`src/rtl/touch_gesture_recognizer_top_assert.svh`:
```
// Assertion macros shared by the RTL; all are disabled while reset is held.
`ifndef TOUCH_GESTURE_RECOGNIZER_TOP_ASSERT_SVH
`define TOUCH_GESTURE_RECOGNIZER_TOP_ASSERT_SVH

// Same-cycle implication.
`define TGR_ASSERT_IMPL(lbl, clk, rst_n, ante, cons) \
    lbl: assert property (@(posedge clk) disable iff (!rst_n) (ante) |-> (cons)) \
        else $error("assertion failed: lbl");

// Next-cycle implication.
`define TGR_ASSERT_NEXT(lbl, clk, rst_n, ante, cons) \
    lbl: assert property (@(posedge clk) disable iff (!rst_n) (ante) |=> (cons)) \
        else $error("assertion failed: lbl");

`endif

```
`src/rtl/tgr_pkg.sv`:
```
package tgr_pkg;

    // configuration register indexes
    typedef enum logic [2:0] {
        REG_HALF_WIDTH     = 3'd0,
        REG_MOVE_TOL       = 3'd1,
        REG_HOLD_TICKS     = 3'd2,
        REG_TOP_ZONE_END_Y = 3'd3,
        REG_SCROLL_START_Y = 3'd4,
        REG_SELECT_END_X   = 3'd5,
        REG_SCROLL_LIMIT   = 3'd6
    } t_reg_idx;

    typedef enum logic [2:0] {
        EV_NONE      = 3'd0,
        EV_LEFT_HOLD = 3'd1,
        EV_LEFT_TAP  = 3'd2,
        EV_MENU_TAP  = 3'd3,
        EV_LIST_TAP  = 3'd4
    } t_event;

    localparam logic [11:0] HALF_WIDTH_RST     = 12'd240;
    localparam logic [11:0] MOVE_TOL_RST       = 12'd20;
    localparam logic [15:0] HOLD_TICKS_RST     = 16'd500;
    localparam logic [11:0] TOP_ZONE_END_Y_RST = 12'd66;
    localparam logic [11:0] SCROLL_START_Y_RST = 12'd98;
    localparam logic [11:0] SELECT_END_X_RST   = 12'd64;
    localparam logic [19:0] SCROLL_LIMIT_RST   = 20'd0;
    localparam logic [19:0] SCROLL_SAT         = 20'hFFFFF;

    typedef struct packed {
        logic [11:0] half_width;
        logic [11:0] move_tolerance;
        logic [15:0] hold_ticks;
        logic [11:0] top_zone_end_y;
        logic [11:0] scroll_zone_start_y;
        logic [11:0] select_zone_end_x;
        logic [19:0] scroll_limit;
    } t_cfg;

    typedef struct packed {
        logic        read_ok;
        logic [3:0]  point_count;
        logic [11:0] raw_x;
        logic [11:0] raw_y;
        logic        menu_is_open;
        logic        list_is_open;
        logic [31:0] now_tick;
    } t_sample;

    typedef struct packed {
        logic        touching;
        logic [11:0] touch_x;
        logic [11:0] touch_y;
        t_event      event_code;
        logic [11:0] event_x;
        logic [11:0] event_y;
        logic [19:0] scroll_offset;
        logic        render_notify;
    } t_result;

endpackage

```
`src/rtl/tgr_cfg.sv`:
```
module tgr_cfg (
    input  logic                    i_clk,
    input  logic                    i_rst_n,
    input  logic                    i_wr_en,
    input  logic [2:0]              i_wr_index,
    input  logic [31:0]             i_wr_data,
    output tgr_pkg::t_cfg           o_cfg
);

    tgr_pkg::t_cfg r_cfg;

    always_ff @(posedge i_clk) begin
        if (!i_rst_n) begin
            r_cfg.half_width          <= tgr_pkg::HALF_WIDTH_RST;
            r_cfg.move_tolerance      <= tgr_pkg::MOVE_TOL_RST;
            r_cfg.hold_ticks          <= tgr_pkg::HOLD_TICKS_RST;
            r_cfg.top_zone_end_y      <= tgr_pkg::TOP_ZONE_END_Y_RST;
            r_cfg.scroll_zone_start_y <= tgr_pkg::SCROLL_START_Y_RST;
            r_cfg.select_zone_end_x   <= tgr_pkg::SELECT_END_X_RST;
            r_cfg.scroll_limit        <= tgr_pkg::SCROLL_LIMIT_RST;
        end else if (i_wr_en) begin
            case (tgr_pkg::t_reg_idx'(i_wr_index))
                tgr_pkg::REG_HALF_WIDTH:     r_cfg.half_width          <= i_wr_data[11:0];
                tgr_pkg::REG_MOVE_TOL:       r_cfg.move_tolerance      <= i_wr_data[11:0];
                tgr_pkg::REG_HOLD_TICKS:     r_cfg.hold_ticks          <= i_wr_data[15:0];
                tgr_pkg::REG_TOP_ZONE_END_Y: r_cfg.top_zone_end_y      <= i_wr_data[11:0];
                tgr_pkg::REG_SCROLL_START_Y: r_cfg.scroll_zone_start_y <= i_wr_data[11:0];
                tgr_pkg::REG_SELECT_END_X:   r_cfg.select_zone_end_x   <= i_wr_data[11:0];
                tgr_pkg::REG_SCROLL_LIMIT:   r_cfg.scroll_limit        <= i_wr_data[19:0];
                default: ;
            endcase
        end
    end

    assign o_cfg = r_cfg;

endmodule

```
`src/rtl/tgr_gesture.sv`:
```
module tgr_gesture (
    input  logic                    i_clk,
    input  logic                    i_rst_n,
    input  logic                    i_step,
    input  tgr_pkg::t_cfg           i_cfg,
    input  tgr_pkg::t_sample        i_sample,
    output tgr_pkg::t_result        o_result
);

    logic        r_prev_touching, n_prev_touching;
    logic [11:0] r_prev_x, n_prev_x;
    logic [11:0] r_prev_y, n_prev_y;
    logic        r_left_tracking, n_left_tracking;
    logic        r_hold_done, n_hold_done;
    logic        r_menu_from_hold, n_menu_from_hold;
    logic [11:0] r_press_x, n_press_x;
    logic [11:0] r_press_y, n_press_y;
    logic [31:0] r_press_tick, n_press_tick;
    logic [11:0] r_drag_last_y, n_drag_last_y;
    logic        r_list_scrolling, n_list_scrolling;
    logic        r_list_dragged, n_list_dragged;
    logic [19:0] r_scroll_value, n_scroll_value;

    logic        touching;
    logic [11:0] cur_x;
    logic [11:0] cur_y;
    logic [12:0] delta;
    logic [21:0] scroll_sum;
    logic [11:0] dx;
    logic [11:0] dy;
    logic [31:0] elapsed;
    logic        list_top;
    logic        list_sel;
    tgr_pkg::t_result res;

    always_comb begin
        touching = i_sample.read_ok && (i_sample.point_count != 4'd0);
        cur_x    = touching ? i_sample.raw_x : 12'd0;
        cur_y    = touching ? i_sample.raw_y : 12'd0;

        n_left_tracking  = r_left_tracking;
        n_hold_done      = r_hold_done;
        n_menu_from_hold = r_menu_from_hold;
        n_press_x        = r_press_x;
        n_press_y        = r_press_y;
        n_press_tick     = r_press_tick;
        n_drag_last_y    = r_drag_last_y;
        n_list_scrolling = r_list_scrolling;
        n_list_dragged   = r_list_dragged;
        n_scroll_value   = r_scroll_value;

        res               = '0;
        res.touching      = touching;
        res.touch_x       = cur_x;
        res.touch_y       = cur_y;
        res.event_code    = tgr_pkg::EV_NONE;

        // press edge; menu wins over list
        if (touching && !r_prev_touching) begin
            n_menu_from_hold = 1'b0;
            if (i_sample.menu_is_open) begin
                n_left_tracking = 1'b0;
                n_hold_done     = 1'b1;
            end else if (i_sample.list_is_open) begin
                n_left_tracking  = 1'b0;
                n_hold_done      = 1'b1;
                n_list_scrolling = (cur_y >= i_cfg.scroll_zone_start_y) &&
                                   (cur_x > i_cfg.select_zone_end_x);
                n_list_dragged   = 1'b0;
                n_drag_last_y    = cur_y;
            end else begin
                n_left_tracking = cur_x < i_cfg.half_width;
                n_hold_done     = 1'b0;
            end
            n_press_x    = cur_x;
            n_press_y    = cur_y;
            n_press_tick = i_sample.now_tick;
        end

        // drag: offset goes against finger, clamped 0..limit (0xFFFFF if 0)
        delta      = {1'b0, cur_y} - {1'b0, n_drag_last_y};
        scroll_sum = {2'b00, r_scroll_value} - {{9{delta[12]}}, delta};
        if (touching && n_list_scrolling) begin
            if (delta != 13'd0)
                n_list_dragged = 1'b1;
            if (scroll_sum[21])
                n_scroll_value = 20'd0;
            else if (i_cfg.scroll_limit != 20'd0) begin
                if (scroll_sum[20:0] > {1'b0, i_cfg.scroll_limit})
                    n_scroll_value = i_cfg.scroll_limit;
                else
                    n_scroll_value = scroll_sum[19:0];
            end else if (scroll_sum[20])
                n_scroll_value = tgr_pkg::SCROLL_SAT;
            else
                n_scroll_value = scroll_sum[19:0];
            n_drag_last_y     = cur_y;
            res.render_notify = 1'b1;
        end

        dx      = (cur_x >= n_press_x) ? (cur_x - n_press_x) : (n_press_x - cur_x);
        dy      = (cur_y >= n_press_y) ? (cur_y - n_press_y) : (n_press_y - cur_y);
        elapsed = i_sample.now_tick - n_press_tick;
        if (touching && n_left_tracking) begin
            if (cur_x >= i_cfg.half_width)
                n_left_tracking = 1'b0;
            else if ((dx > i_cfg.move_tolerance) || (dy > i_cfg.move_tolerance))
                n_left_tracking = 1'b0;
            else if (!n_hold_done && (elapsed >= {16'd0, i_cfg.hold_ticks})) begin
                res.event_code   = tgr_pkg::EV_LEFT_HOLD;
                res.event_x      = cur_x;
                res.event_y      = cur_y;
                n_hold_done      = 1'b1;
                n_menu_from_hold = 1'b1;
            end
        end

        // release edge; list wins over menu, reported at the last position
        list_top = r_prev_y < i_cfg.top_zone_end_y;
        list_sel = (r_prev_y >= i_cfg.scroll_zone_start_y) &&
                   (r_prev_x <= i_cfg.select_zone_end_x);
        if (!touching && r_prev_touching) begin
            n_list_scrolling = 1'b0;
            if (i_sample.list_is_open) begin
                if ((list_top || list_sel) && !n_list_dragged) begin
                    res.event_code = tgr_pkg::EV_LIST_TAP;
                    res.event_x    = r_prev_x;
                    res.event_y    = r_prev_y;
                end
            end else if (i_sample.menu_is_open) begin
                if (n_menu_from_hold)
                    n_menu_from_hold = 1'b0;
                else begin
                    res.event_code = tgr_pkg::EV_MENU_TAP;
                    res.event_x    = r_prev_x;
                    res.event_y    = r_prev_y;
                end
            end else if (n_left_tracking && !n_hold_done) begin
                res.event_code = tgr_pkg::EV_LEFT_TAP;
                res.event_x    = r_prev_x;
                res.event_y    = r_prev_y;
            end
            n_left_tracking = 1'b0;
            n_hold_done     = 1'b0;
        end

        if ((touching != r_prev_touching) ||
            (touching && ((cur_x != r_prev_x) || (cur_y != r_prev_y))))
            res.render_notify = 1'b1;

        res.scroll_offset = n_scroll_value;
        n_prev_touching   = touching;
        n_prev_x          = cur_x;
        n_prev_y          = cur_y;
    end

    always_ff @(posedge i_clk) begin
        if (!i_rst_n) begin
            r_prev_touching  <= 1'b0;
            r_prev_x         <= '0;
            r_prev_y         <= '0;
            r_left_tracking  <= 1'b0;
            r_hold_done      <= 1'b0;
            r_menu_from_hold <= 1'b0;
            r_press_x        <= '0;
            r_press_y        <= '0;
            r_press_tick     <= '0;
            r_drag_last_y    <= '0;
            r_list_scrolling <= 1'b0;
            r_list_dragged   <= 1'b0;
            r_scroll_value   <= '0;
        end else if (i_step) begin
            r_prev_touching  <= n_prev_touching;
            r_prev_x         <= n_prev_x;
            r_prev_y         <= n_prev_y;
            r_left_tracking  <= n_left_tracking;
            r_hold_done      <= n_hold_done;
            r_menu_from_hold <= n_menu_from_hold;
            r_press_x        <= n_press_x;
            r_press_y        <= n_press_y;
            r_press_tick     <= n_press_tick;
            r_drag_last_y    <= n_drag_last_y;
            r_list_scrolling <= n_list_scrolling;
            r_list_dragged   <= n_list_dragged;
            r_scroll_value   <= n_scroll_value;
        end
    end

    assign o_result = res;

endmodule

```
`src/rtl/touch_gesture_recognizer_top.sv`:
```
// Touch gesture recogniser: one poll sample in, one result word out. A sample
// is registered on accept, processed against the tracking state and lands in
// the result register; a new sample can be taken every cycle while the result
// register is free or draining, and the per-sample state update is the only
// loop. The input register can take one more sample while a result waits.
// Config writes are always accepted and must only be issued while the block
// is idle.
`include "touch_gesture_recognizer_top_assert.svh"

module touch_gesture_recognizer_top (
    input  logic        i_clk,
    input  logic        i_rst_n,

    input  logic        i_cfg_valid,
    output logic        o_cfg_ready,
    input  logic [2:0]  i_cfg_index,
    input  logic [31:0] i_cfg_data,

    input  logic        i_in_valid,
    output logic        o_in_ready,
    input  logic        i_read_ok,
    input  logic [3:0]  i_point_count,
    input  logic [11:0] i_raw_x,
    input  logic [11:0] i_raw_y,
    input  logic        i_menu_is_open,
    input  logic        i_list_is_open,
    input  logic [31:0] i_now_tick,

    output logic        o_out_valid,
    input  logic        i_out_ready,
    output logic        o_touching,
    output logic [11:0] o_touch_x,
    output logic [11:0] o_touch_y,
    output logic [2:0]  o_event_code,
    output logic [11:0] o_event_x,
    output logic [11:0] o_event_y,
    output logic [19:0] o_scroll_offset,
    output logic        o_render_notify
);

    tgr_pkg::t_cfg    cfg;
    tgr_pkg::t_sample r_sample;
    tgr_pkg::t_result result;
    tgr_pkg::t_result r_result;
    logic             r_in_vld;
    logic             r_out_vld;
    logic             step;
    logic             out_idle;
    logic             out_no_event;
    logic             out_hold_ev;

    assign o_cfg_ready = 1'b1;

    tgr_cfg u_cfg (
        .i_clk      (i_clk),
        .i_rst_n    (i_rst_n),
        .i_wr_en    (i_cfg_valid),
        .i_wr_index (i_cfg_index),
        .i_wr_data  (i_cfg_data),
        .o_cfg      (cfg)
    );

    // the held sample moves on when the result register is free or draining
    assign step       = r_in_vld && (!r_out_vld || i_out_ready);
    assign o_in_ready = !r_in_vld || step;

    always_ff @(posedge i_clk) begin
        if (!i_rst_n) begin
            r_in_vld <= 1'b0;
        end else if (o_in_ready) begin
            r_in_vld <= i_in_valid;
        end
    end

    always_ff @(posedge i_clk) begin
        if (i_in_valid && o_in_ready) begin
            r_sample.read_ok      <= i_read_ok;
            r_sample.point_count  <= i_point_count;
            r_sample.raw_x        <= i_raw_x;
            r_sample.raw_y        <= i_raw_y;
            r_sample.menu_is_open <= i_menu_is_open;
            r_sample.list_is_open <= i_list_is_open;
            r_sample.now_tick     <= i_now_tick;
        end
    end

    tgr_gesture u_gesture (
        .i_clk    (i_clk),
        .i_rst_n  (i_rst_n),
        .i_step   (step),
        .i_cfg    (cfg),
        .i_sample (r_sample),
        .o_result (result)
    );

    always_ff @(posedge i_clk) begin
        if (!i_rst_n) begin
            r_out_vld <= 1'b0;
        end else if (step) begin
            r_out_vld <= 1'b1;
        end else if (i_out_ready) begin
            r_out_vld <= 1'b0;
        end
    end

    always_ff @(posedge i_clk) begin
        if (step) begin
            r_result <= result;
        end
    end

    assign o_out_valid     = r_out_vld;
    assign o_touching      = r_result.touching;
    assign o_touch_x       = r_result.touch_x;
    assign o_touch_y       = r_result.touch_y;
    assign o_event_code    = r_result.event_code;
    assign o_event_x       = r_result.event_x;
    assign o_event_y       = r_result.event_y;
    assign o_scroll_offset = r_result.scroll_offset;
    assign o_render_notify = r_result.render_notify;

    assign out_idle     = o_out_valid && !o_touching;
    assign out_no_event = o_out_valid && (o_event_code == tgr_pkg::EV_NONE);
    assign out_hold_ev  = o_out_valid && (o_event_code == tgr_pkg::EV_LEFT_HOLD);

    `TGR_ASSERT_NEXT(a_step_fills_out, i_clk, i_rst_n, step, o_out_valid)
    `TGR_ASSERT_IMPL(a_idle_pos_zero, i_clk, i_rst_n, out_idle, (o_touch_x | o_touch_y) == 12'd0)
    `TGR_ASSERT_IMPL(a_no_event_pos_zero, i_clk, i_rst_n, out_no_event, (o_event_x | o_event_y) == 12'd0)
    `TGR_ASSERT_IMPL(a_hold_while_touching, i_clk, i_rst_n, out_hold_ev, o_touching)

endmodule
```
`config.mk`:
```
export PLATFORM = sky130hd
export DESIGN_NAME = touch_gesture_recognizer_top
export DESIGN_NICKNAME = d
export VERILOG_FILES = /design/src/rtl/tgr_pkg.sv /design/src/rtl/tgr_cfg.sv /design/src/rtl/tgr_gesture.sv /design/src/rtl/touch_gesture_recognizer_top.sv
export VERILOG_INCLUDE_DIRS = /design/src /design/src/rtl
export SDC_FILE = /design/constraint.sdc
export NUM_CORES = 1
export LEC_CHECK = 0
export BUFFER_PORTS_ARGS = -buffer_cell sky130_fd_sc_hd__buf_2
export CAP_MARGIN = 20
export CORE_MARGIN = 1
export CORE_UTILIZATION = 35
export DETAILED_ROUTE_END_ITERATION = 10
export HOLD_SLACK_MARGIN = 0.03
export MAX_ROUTING_LAYER = met4
export PLACE_DENSITY = 0.64
export SYNTH_ARGS = -nofsm -noshare
export SYNTH_HDL_FRONTEND = slang
export SYNTH_SLANG_ARGS = --single-unit
```
`constraint.sdc`:
```
create_clock -name i_clk -period 9.65 [get_ports i_clk]
set_clock_uncertainty 0.2 [all_clocks]
set_input_delay 0.4825 -clock i_clk [delete_from_list [all_inputs] [get_ports i_clk]]
set_output_delay 0.4825 -clock i_clk [all_outputs]
set_load 0.05 [all_outputs]
```
Yosys cells after proc, flatten, opt, wreduce, memory -nomap -nowiden
Index checks and enable logic that the tools add are counted. W data, S select, Z words.

Flip-flop bits (word level): 352. Latch bits: 0. RAM bits: 0. Bits in read-only memories: 0. Input bits: 103. Logic and storage cells: 165. Memories: 0.

$add $sub $neg: 7. Multiply operators: 0. Divide/modulo/power cells: 0. Order comparisons: 13. Equal/unequal tests: 9. Shift operators: 0. Muxes and demuxes: 61. Bitwise operators: 0. Reductions and logical operators: 38.

Operators by type and width (number): $mux W27 (9); $mux W12 (10); $mux W20 (5); $ge A12 B12 Y1 (5); $sub A12 B12 Y12 (4); $gt A12 B12 Y1 (3); $mux W1 (35); $ge A32 B16 Y1 (1); $mux W32 (1); $sub A32 B32 Y32 (1); $mux W25 (1); $lt A12 B12 Y1 (2); $ne A12 B12 Y1 (2); $sub A21 B13 Y22 (1); $gt A21 B20 Y1 (1); $reduce_bool A20 Y1 (1); $reduce_and A2 Y1 (7); $logic_and A1 B1 Y1 (13); $reduce_bool A13 Y1 (1); $sub A12 B12 Y13 (1); $le A12 B12 Y1 (1); $eq A3 B3 Y1 const B (3); $logic_not A1 Y1 (7); $eq A3 B2 Y1 const B (2); 6 further kinds (11).

Logic depth before layout (Yosys ltp)
Gate-level depths: netlist (run 1).

Depth after elaboration: 17. Mapped depth: 43.

Cells and area by module
From an unflattened synthesis (run 1), not the netlist that was laid out.

Cells, all modules: 2470. Area, all modules: 22793.1 um^2.

By module, submodules not included: tgr_gesture (instances 1, cells each 1976, area an instance 14998.1 um^2, seq. area each 2362.3 um^2); touch_gesture_recognizer_top (instances 1, cells each 147, area an instance 4199.0 um^2, seq. area each 4124.0 um^2); tgr_cfg (instances 1, cells each 347, area an instance 3595.9 um^2, seq. area each 1921.8 um^2).

Worst setup path before layout (run 1)
Ideal clock, no wire load.

Kind: register -> register. Start point: register r_sample[59] in the netlist's numbering. End point: register r_result, in the netlist o_event_x[1] (data pin). Arrival: 9180 ps. Setup slack: 139 ps. Cell stages (with the launch flop): 42. Buffers on the path: 9. Period minus slack after synthesis: 9511 ps. Cells stage by stage: edfxtp_1 -> o41ai_4 -> inv_2 -> buf_2 -> clkbuf_1 -> clkbuf_1 -> ha_1 -> clkbuf_1 -> clkbuf_1 -> clkbuf_1 -> clkbuf_1 -> mux2i_1 -> inv_1 -> ha_1 -> inv_1 -> fa_1 -> a21o_1 -> a21o_1 -> [6 not listed] -> a221o_1 -> a21oi_1 -> a2bb2oi_1 -> nor2b_1 -> xnor2_1 -> ha_1 -> a21o_1 -> a21o_1 -> a21o_1 -> a21o_1 -> a21o_1 -> a21o_1 -> a211oi_1 -> o221ai_1 -> or3_1 -> nor4_2 -> clkbuf_1 -> a22o_1.

RTL lines: start, declared (RTL line touch_gesture_recognizer_top.sv:42) `tgr_pkg::t_sample r_sample;`; end signal, assigned (RTL line touch_gesture_recognizer_top.sv:108) `r_result <= result;`; end, declared (RTL line touch_gesture_recognizer_top.sv:44) `tgr_pkg::t_result r_result;`.

==> results.py, run 1 <==
metrics = {
    "status": {
        "run_status": "finished, final reports clean",
    },
    "sta": {
        "slew_headroom_pct": 31.4,
        "period_minus_slack_ns": 8.99,
        "maxClockFrequency_mhz": 111,
        "unrepaired_setup_endpoints_after_global_routing": "no",
        "slew_violations": 0,
        "fin_tns_setup_ns": 0,
        "final_worst_path_setup_slack_ns": 0.662,
        "hold_violations": 0,
        "final_min_period_over_clock_period_pct": 93.1,
        "setup_viol": 0,
        "tightestPinTransition_ns": 1.03,
    },
    "worst_setup_path": {
        "timing.critical_path.fanout_max": 19,
        "crit_path_end_kind": "flip-flop",
        "timing.critical_path.arrival_ns": 9.12,
        "cell_at_the_slowest_stage_of_the_critical_path": "sky130_fd_sc_hd__or4b_1",
        "setup.worst_path.class": "flip-flop to flip-flop",
        "cp_data_required_time_ns": 9.78,
        "cp-start-kind": "flip-flop",
        "cpPeakStageDelay_ns": 0.47,
    },
    "floorplanning": {
        "floorplan.initialDensity_pct": 35.7,
        "floorplan.die.width_um": 257,
        "core_region_area_um2": 63500,
        "row_count": 92,
        "dieArea_um2": 65800,
        "top_level_ports": 179,
        "floorplan.die.height_um": 257,
    },
    "synth": {
        "yosysUniqueCellTypes": 98,
        "post-synth-top-count-cell": "sky130_fd_sc_hd__nand2_1",
        "ys_top_cells_by_count": "386 x sky130_fd_sc_hd__nand2_1, 220 x sky130_fd_sc_hd__ha_1, 216 x sky130_fd_sc_hd__dfxtp_1",
        "synth_top_area_share_pct": 19.1,
        "yosysTopAreaCell": "sky130_fd_sc_hd__dfxtp_1",
        "ys_seq_area_share_pct": 37.1,
        "yosys_warnings": 0,
        "postSynth.topFlopCell": "sky130_fd_sc_hd__dfxtp_1",
        "postSynthRegisterBits": 352,
        "synth_async_sr_flop_share_pct": 0,
        "synthesis.area_um2": 22700,
        "syn-mean-instance-area_um2": 9.02,
        "post_synth_main_area_contributors": "sky130_fd_sc_hd__dfxtp_1 19%, sky130_fd_sc_hd__edfxtp_1 18%, sky130_fd_sc_hd__ha_1 12%",
        "synth_enable_flop_cells": 136,
        "mappedNetlistNets": 2844,
        "postSynthCellCount": 2514,
    },
    "worst_hold_path": {
        "min-delay-path-class": "input port to flip-flop",
    },
    "final_layout": {
        "final_core_util_pct": 41.9,
        "finish.net_count": 3053,
        "area_growth_syn_to_layout_pct": 17.5,
        "drive_above_1_share_pct": 11.5,
    },
    "drt": {
        "totalWireLength_um": 66800,
        "vias_per_std_cell": 5.27,
        "post-route-drc-count": 0,
        "drt_pass1_iterations": 6,
        "drtIter0Drc": 1418,
        "detail_route.wl_per_cell_um": 18.5,
        "antenna_left": 0,
        "via_count": 19000,
    },
    "grt": {
        "grt_antenna_before_repair": 5,
        "global_route_total_overflow": 0,
        "grt_pass1_vias": 17700,
        "maximum_number_of_pins_on_one_net_before_global_route_repair": 84,
        "total_global_routing_track_utilization_pct": 20.5,
        "grt_first_pass_wirelength_um": 103000,
    },
    "clocking": {
        "numClockSinks": 352,
        "cts-buffers-inserted": 42,
        "cts_tree": "done",
        "level_count_of_the_clock_h_tree": 2,
        "clk_latency_ns": 0.58,
        "cts.clk_slew.worst_paths_ns": 0.07,
        "cts.root.buffer_cell": "sky130_fd_sc_hd__clkbuf_16",
        "clockBufferDepth": 3,
    },
    "placed_design": {
        "hpwl_um": 48500,
        "gp_congestion": 0.914,
        "port_buffer_count": 165,
        "dp_slack_ns": 0.464,
    },
    "power": {
        "fin_total_pwr_mw": 4.47,
        "reported_leakage_power_nw": 11.5,
        "pwr_density_cell_nw_per_um2": 168,
        "worst_supply_voltage_drop_on_vdd_v": 0.000138,
    },
    "job": {
        "cap_viol_max_count": 0,
    },
}
## cell type report
type	count	area, µm²
clock inverter	20	215
timing repair buffer	272	1850
fill	6303	36900
antenna	5	12.5
clock buffer	58	1200
tap	846	1060
multi-input combinational	1873	13200
inverter	182	688
sequential	352	8410
## metrics by stage
| stage | hold slack (ns) | instances | area [µm²] |
|---|---|---|---|
| global placement | 0.250 | 3450 | 24500 |
| global route | 0.0692 | 3608 | 26600 |
| finish | 0.0794 | 3608 | 26600 |
| floorplan | 0.241 | 2514 | 22700 |
| CTS | 0.0614 | 3601 | 26600 |
| detailed placement | 0.259 | 3450 | 24500 |
## cell usage in the layout (no fill, tap or decap), drive strengths merged, types with 21 or more instances in the layout
master,count
edfxtp,136
a21boi,97
buf,199
nor3,26
clkbuf,58
a21o,75
o211a,50
xnor2,67
nand2b,32
nor2,116
and2,42
o21ai,121
nand3,28
a21oi,106
o211ai,37
dlygate4sd3,73
nand2,387
inv,184
ha,220
xor2,21
nand4,36
dfxtp,216
nor2b,31
a22o,44
mux2i,63
## layer usage
layer | wire, µm | track usage (%) | vias up
li1 | - | - | 9475
met1 | 30800 | 27.0 | 8953
met2 | 31200 | 32.9 | 502
met3 | 3450 | 3.10 | 89
met4 | 1410 | 4.89 | 0
met5 | 0 | - | -
## sequential cells by signal, summed over array words and instances, names as in the netlist, 3 cells and up
register,count
o_touch_y,12
o_event_x,12
r_sample,63
u_cfg.o_cfg,96
u_gesture.r_drag_last_y,12
o_touch_x,12
o_event_code,3
o_event_y,12
u_gesture.r_press_y,12
u_gesture.r_press_x,12
u_gesture.r_prev_x,12
u_gesture.r_scroll_value,20
u_gesture.r_press_tick,32
o_scroll_offset,20
u_gesture.r_prev_y,12
## critical path: cells and delay by family, from the launching register on
kind,cells,cell delay (ns)
buffers and inverters,4,0.64
adders and majority gates,5,1.18
AOI/OAI and AO/OA,14,3.41
DFF,1,0.42
and+or+nand+nor,15,2.88
## what timing repair did
item,4_1_cts,5_1_grt
hold endpoints to repair,77,0
hold buffers,73,0
setup endpoints to repair,0,38
buffers inserted,0,1
gates resized for setup,0,3
## kinds of logic after synthesis
logic type | share of synthesized area, %
other | 0.0165
AO/OA/AOI/OAI | 22.7
buffers and inverters | 4.88
adder cells (fa/ha/maj) | 13.0
flip-flops | 37.1
multiplexers | 3.53
XOR/XNOR | 3.43
AND/OR/NAND/NOR | 15.3
## power breakdown
group          switching [mW]  internal [mW]
logic                   0.697          0.480
registers              0.0386           1.61
clock network           0.669          0.984
## final timing paths
kind                                  start                         to  slack, ns  cells past startpoint
setup reg to reg               r_sample[60]        o_scroll_offset[12]       0.66                     38
hold reg to reg   u_gesture.r_press_tick[0]  u_gesture.r_press_tick[0]       0.26                      2
hold / removal               i_cfg_data[11]            u_cfg.o_cfg[11]       0.08                      3
setup / recovery               r_sample[60]        o_scroll_offset[12]       0.66                     38
No activity file was read; power rests on OpenSTA's default activity.
==> inputs of run 2 (changes only) <==
--- a/config.mk
+++ b/config.mk
@@ -9,11 +9,11 @@
 export BUFFER_PORTS_ARGS = -buffer_cell sky130_fd_sc_hd__buf_2
 export CAP_MARGIN = 20
 export CORE_MARGIN = 1
-export CORE_UTILIZATION = 35
+export CORE_UTILIZATION = 56
 export DETAILED_ROUTE_END_ITERATION = 10
 export HOLD_SLACK_MARGIN = 0.03
 export MAX_ROUTING_LAYER = met4
-export PLACE_DENSITY = 0.64
+export PLACE_DENSITY = 0.89
 export SYNTH_ARGS = -nofsm -noshare
 export SYNTH_HDL_FRONTEND = slang
 export SYNTH_SLANG_ARGS = --single-unit
==> results.py, run 2 (synthesis gave the netlist of run 1 again) <==
metrics = {
    "sta": {
        "tightestPinTransition_ns": 1.12,
        "maxClockFrequency_mhz": 108,
        "unrepaired_setup_endpoints_after_global_routing": "no",
        "setup_viol": 0,
        "final_min_period_over_clock_period_pct": 96.4,
        "fin_tns_setup_ns": 0,
        "period_minus_slack_ns": 9.30,
        "slew_headroom_pct": 24.6,
        "final_worst_path_setup_slack_ns": 0.352,
        "slew_violations": 0,
        "hold_violations": 0,
    },
    "final_layout": {
        "drive_above_1_share_pct": 11.2,
        "mostFrequentLayoutCell": "sky130_fd_sc_hd__nand2_1",
        "layout_common_cells": "386 x sky130_fd_sc_hd__nand2_1, 219 x sky130_fd_sc_hd__ha_1, 216 x sky130_fd_sc_hd__dfxtp_1",
        "area_growth_syn_to_layout_pct": 15.2,
        "finish.net_count": 3044,
        "largest_reg_flops": 96,
        "filler_cell_count": 3223,
    },
    "grt": {
        "total_global_routing_track_utilization_pct": 32.1,
        "global_route_total_overflow": 0,
        "grt_first_pass_wirelength_um": 101000,
        "grt_pass1_vias": 19200,
        "grt_antenna_before_repair": 2,
        "maximum_number_of_pins_on_one_net_before_global_route_repair": 111,
    },
    "worst_hold_path": {
        "min-delay-path-class": "input port to flip-flop",
        "timing.hold.worst_endpoint": "u_cfg.o_cfg[52]",
        "hold_path.startpoint": "i_cfg_data[8]",
        "hold-path-cell-count": 3,
    },
    "power": {
        "reported_leakage_power_nw": 11.5,
        "worst_supply_voltage_drop_on_vdd_v": 0.000180,
        "pwr_density_cell_nw_per_um2": 170,
    },
    "clocking": {
        "cts-buffers-inserted": 41,
        "clockBufferDepth": 3,
        "cts.clk_slew.worst_paths_ns": 0.06,
        "cts_tree": "done",
        "clk_latency_ns": 0.59,
        "level_count_of_the_clock_h_tree": 2,
        "cts.root.buffer_cell": "sky130_fd_sc_hd__clkbuf_16",
        "numClockSinks": 352,
    },
    "worst_setup_path": {
        "cp_data_required_time_ns": 9.76,
        "crit_reg_reg_startpoint": "r_sample[59]",
        "cell_at_the_slowest_stage_of_the_critical_path": "sky130_fd_sc_hd__o41ai_4",
        "r2r_cell_count": 36,
        "cp-start-kind": "flip-flop",
        "gate_family_responsible_for_the_most_delay_along_the_worst_path": "compound AO/OA/AOI/OAI gates",
        "timing.critical_path.fanout_max": 25,
        "rr_endpoint": "o_event_y[5]",
        "critical-path-top-cell-by-count": "sky130_fd_sc_hd__a21o_1",
        "combined_buffer_and_inverter_count_along_the_critical_path": 7,
        "setup.worst_path.class": "flip-flop to flip-flop",
        "timing.critical_path.arrival_ns": 9.41,
        "cpPeakStageDelay_ns": 0.55,
        "crit_path_end_kind": "flip-flop",
        "r2r_slack_ns": 0.35,
    },
    "job": {
        "cap_viol_max_count": 0,
    },
    "floorplanning": {
        "row_count": 73,
        "core_region_area_um2": 39800,
        "top_level_ports": 179,
        "floorplan.die.height_um": 203,
        "dieArea_um2": 41300,
        "floorplan.die.width_um": 203,
        "floorplan.initialDensity_pct": 56.9,
    },
    "drt": {
        "drtIter0Drc": 1571,
        "antenna_left": 0,
        "via_count": 19900,
        "detail_route.wl_per_cell_um": 20.0,
        "drt_pass1_iterations": 7,
        "totalWireLength_um": 65300,
        "vias_per_std_cell": 6.09,
        "post-route-drc-count": 0,
    },
    "placed_design": {
        "dp_slack_ns": 0.482,
        "gp_congestion": 0.973,
        "port_buffer_count": 165,
        "hpwl_um": 46400,
    },
    "status": {
        "run_status": "finished, final reports clean",
    },
}
run 2: worst max path at each step:
stage | start | end | slack, ns | cells after the start
after floorplan | r_sample[59] | o_event_x[1] | 0.14 | 41
after global placement | r_sample[59] | o_scroll_offset[0] | 0.55 | 36
after detailed placement | r_sample[59] | o_scroll_offset[12] | 0.48 | 36
after CTS | r_sample[59] | o_scroll_offset[12] | 0.42 | 36
after global routing | r_sample[59] | o_scroll_offset[12] | 0.06 | 36
final | r_sample[59] | o_event_y[5] | 0.35 | 36
run 2: timing repair:
| action | CTS | global route |
|---|---|---|
| setup endpoints to repair | 0 | 11 |
| hold buffers | 72 | 0 |
| endpoints found under the hold margin | 76 | 0 |
| setup buffers | 0 | 0 |
| resized for setup | 0 | 3 |
run 2: per-layer routing:
layer	wire [µm]	global-route usage (%)
met1	27100	39.4
met2	30400	52.1
met3	4690	4.09
met4	3170	15.8
met5	0	-
run 2: layout make-up:
cell class / count / area [µm²] / share of cell area, %
clock inverter: 23 / 236 / 0.906
sequential: 352 / 8410 / 32.2
antenna: 2 / 5.00 / 0.0192
clock buffer: 53 / 1140 / 4.38
inverter: 182 / 688 / 2.64
multi-input combinational: 1873 / 13200 / 50.6
timing repair buffer: 264 / 1760 / 6.76
tap: 525 / 657 / 2.52
run 2: power breakdown:
group          switching (mW)  internal [mW]
sequential             0.0401           1.61
combinational           0.710          0.483
clock                   0.674          0.928
run 2: metrics by stage:
step | util [%] | power (mW) | cell area, µm² | hold WS (ns) | std cells
6_report | 65.6 | 4.44 | 26100 | 0.0591 | 3274
5_1_grt | 65.6 | 4.62 | 26100 | 0.0414 | 3274
4_1_cts | 65.5 | 4.42 | 26100 | 0.0304 | 3272
3_5_place_dp | 60.2 | 2.81 | 24000 | 0.260 | 3124
3_3_place_gp | 60.2 | 2.77 | 24000 | 0.251 | 3122
2_1_floorplan | - | 2.52 | 22700 | 0.241 | 2514
run 2: worst min-delay path, cell delays in order:
cell	delay, ns
sky130_fd_sc_hd__buf_2	0.17
sky130_fd_sc_hd__nand2_1	0.07
sky130_fd_sc_hd__a21boi_0	0.06
==> inputs of run 3 (changes only) <==
--- a/config.mk
+++ b/config.mk
@@ -11,7 +11,7 @@
 export CORE_MARGIN = 1
 export CORE_UTILIZATION = 56
 export DETAILED_ROUTE_END_ITERATION = 10
-export HOLD_SLACK_MARGIN = 0.03
+export HOLD_SLACK_MARGIN = 0.15
 export MAX_ROUTING_LAYER = met4
 export PLACE_DENSITY = 0.89
 export SYNTH_ARGS = -nofsm -noshare
==> results.py, run 3 (synthesis gave the netlist of run 1 again) <==
metrics = {
    "status": {
        "run_status": "finished, final reports clean",
    },
    "placed_design": {
        "gp_congestion": 0.973,
        "hpwl_um": 46400,
        "dp_slack_ns": 0.482,
        "post-place-cells": 3124,
        "port_buffer_count": 165,
        "placement.cell_area_um2": 24000,
    },
    "worst_setup_path": {
        "critical-path-top-cell-by-count": "sky130_fd_sc_hd__a21o_1",
        "cp_data_required_time_ns": 9.76,
        "setup.worst_path.class": "flip-flop to flip-flop",
        "rr_endpoint": "o_event_y[6]",
        "timing.critical_path.fanout_max": 25,
        "timing.critical_path.arrival_ns": 9.36,
        "crit_reg_reg_startpoint": "r_sample[59]",
        "crit_path_end_kind": "flip-flop",
        "cpPeakStageDelay_ns": 0.56,
        "r2r_cell_count": 36,
        "cp-start-kind": "flip-flop",
        "r2r_slack_ns": 0.40,
        "cell_at_the_slowest_stage_of_the_critical_path": "sky130_fd_sc_hd__o41ai_4",
    },
    "power": {
        "pwr_density_cell_nw_per_um2": 169,
        "reported_leakage_power_nw": 11.5,
        "worst_supply_voltage_drop_on_vdd_v": 0.000180,
        "fin_total_pwr_mw": 4.44,
    },
    "sta": {
        "final_min_period_over_clock_period_pct": 95.8,
        "fin_tns_setup_ns": 0,
        "maxClockFrequency_mhz": 108,
        "period_minus_slack_ns": 9.25,
        "slew_violations": 0,
        "slew_headroom_pct": 29.5,
        "setup_viol": 0,
        "unrepaired_setup_endpoints_after_global_routing": "no",
        "hold_violations": 0,
        "final_worst_path_setup_slack_ns": 0.401,
        "tightestPinTransition_ns": 1.05,
        "final_hold_slack_ns": 0.212,
    },
    "grt": {
        "total_global_routing_track_utilization_pct": 32.3,
        "grt_first_pass_wirelength_um": 102000,
        "global_route_total_overflow": 0,
        "maximum_number_of_pins_on_one_net_before_global_route_repair": 111,
        "grt_pass1_vias": 19400,
        "grt_antenna_before_repair": 1,
    },
    "clocking": {
        "clk_latency_ns": 0.59,
        "cts.root.buffer_cell": "sky130_fd_sc_hd__clkbuf_16",
        "cts-buffers-inserted": 41,
        "level_count_of_the_clock_h_tree": 2,
        "cts_tree": "done",
        "clockBufferDepth": 3,
        "cts.clk_slew.worst_paths_ns": 0.06,
        "numClockSinks": 352,
    },
    "drt": {
        "totalWireLength_um": 65800,
        "antenna_left": 0,
        "drtIter0Drc": 1595,
        "drt_pass1_iterations": 5,
        "detail_route.wl_per_cell_um": 20.0,
        "vias_per_std_cell": 6.09,
        "post-route-drc-count": 0,
        "via_count": 20000,
    },
    "final_layout": {
        "area_growth_syn_to_layout_pct": 15.8,
        "mostFrequentLayoutCell": "sky130_fd_sc_hd__nand2_1",
        "layout.cells.non_filler": 3287,
        "filler_cell_count": 3194,
        "final_core_util_pct": 65.9,
        "drive_above_1_share_pct": 11.2,
        "layout_common_cells": "386 x sky130_fd_sc_hd__nand2_1, 219 x sky130_fd_sc_hd__ha_1, 216 x sky130_fd_sc_hd__dfxtp_1",
        "finish.net_count": 3058,
        "total_non_filler_cell_area_in_the_finished_layout_um2": 26200,
        "largest_reg_flops": 96,
    },
    "floorplanning": {
        "floorplan.die.width_um": 203,
        "dieArea_um2": 41300,
        "top_level_ports": 179,
        "floorplan.initialDensity_pct": 56.9,
        "core_region_area_um2": 39800,
        "floorplan.die.height_um": 203,
        "row_count": 73,
    },
    "job": {
        "cap_viol_max_count": 0,
    },
    "worst_hold_path": {
        "timing.hold.worst_endpoint": "u_cfg.o_cfg[66]",
        "hold_path.startpoint": "i_cfg_index[0]",
        "hold-path-cell-count": 4,
        "min-delay-path-class": "input port to flip-flop",
    },
}
run 3: critical path: cells and delay by family, from the launching register on:
family                   cells  cell delay (ns)
flip-flops                   1             0.41
multiplexers                 2             0.40
AO/OA/AOI/OAI               21             5.10
XOR/XNOR                     1             0.16
adder cells (fa/ha/maj)      2             0.65
AND/OR/NAND/NOR              3             0.68
buffers and inverters        7             1.34
run 3: timing repair:
action | in CTS | in global routing
hold endpoints to repair | 160 | 0
hold buffers | 86 | 0
endpoints found under the setup margin | 0 | 11
resized for setup | 0 | 3
buffers inserted | 0 | 0
run 3: cell type report:
class	count	area, µm²	area share, %
Antenna cell	1	2.50	0.00953
Clock buffer	53	1140	4.36
Clock inverter	23	236	0.901
Inverter	182	688	2.62
Multi-Input combinational cell	1873	13200	50.3
Sequential cell	352	8410	32.0
Tap cell	525	657	2.50
Timing Repair Buffer	278	1900	7.26
run 3: where the power goes:
group	switching [mW]	leakage [nW]	internal, mW
clock	0.671	0.670	0.928
sequential	0.0405	3.07	1.61
combinational	0.713	7.78	0.487
total	1.42	11.5	3.02
run 3: how the worst max path moves through the flow:
stage / start / to / slack (ns) / cells past startpoint
CTS: r_sample[59] / o_scroll_offset[12] / 0.42 / 36
detailed placement: r_sample[59] / o_scroll_offset[12] / 0.48 / 36
global placement: r_sample[59] / o_scroll_offset[0] / 0.55 / 36
global route: r_sample[59] / o_scroll_offset[12] / 0.06 / 36
floorplan: r_sample[59] / o_event_x[1] / 0.14 / 41
finish: r_sample[59] / o_event_y[6] / 0.40 / 36
run 3: per-layer routing:
layer / up-vias / GRT usage (%) / wire length (µm)
met4: 0 / 16.3 / 3100
met1: 9492 / 39.7 / 27500
met3: 198 / 4.14 / 4630
met5: - / - / 0
met2: 835 / 52.4 / 30600
li1: 9486 / - / -
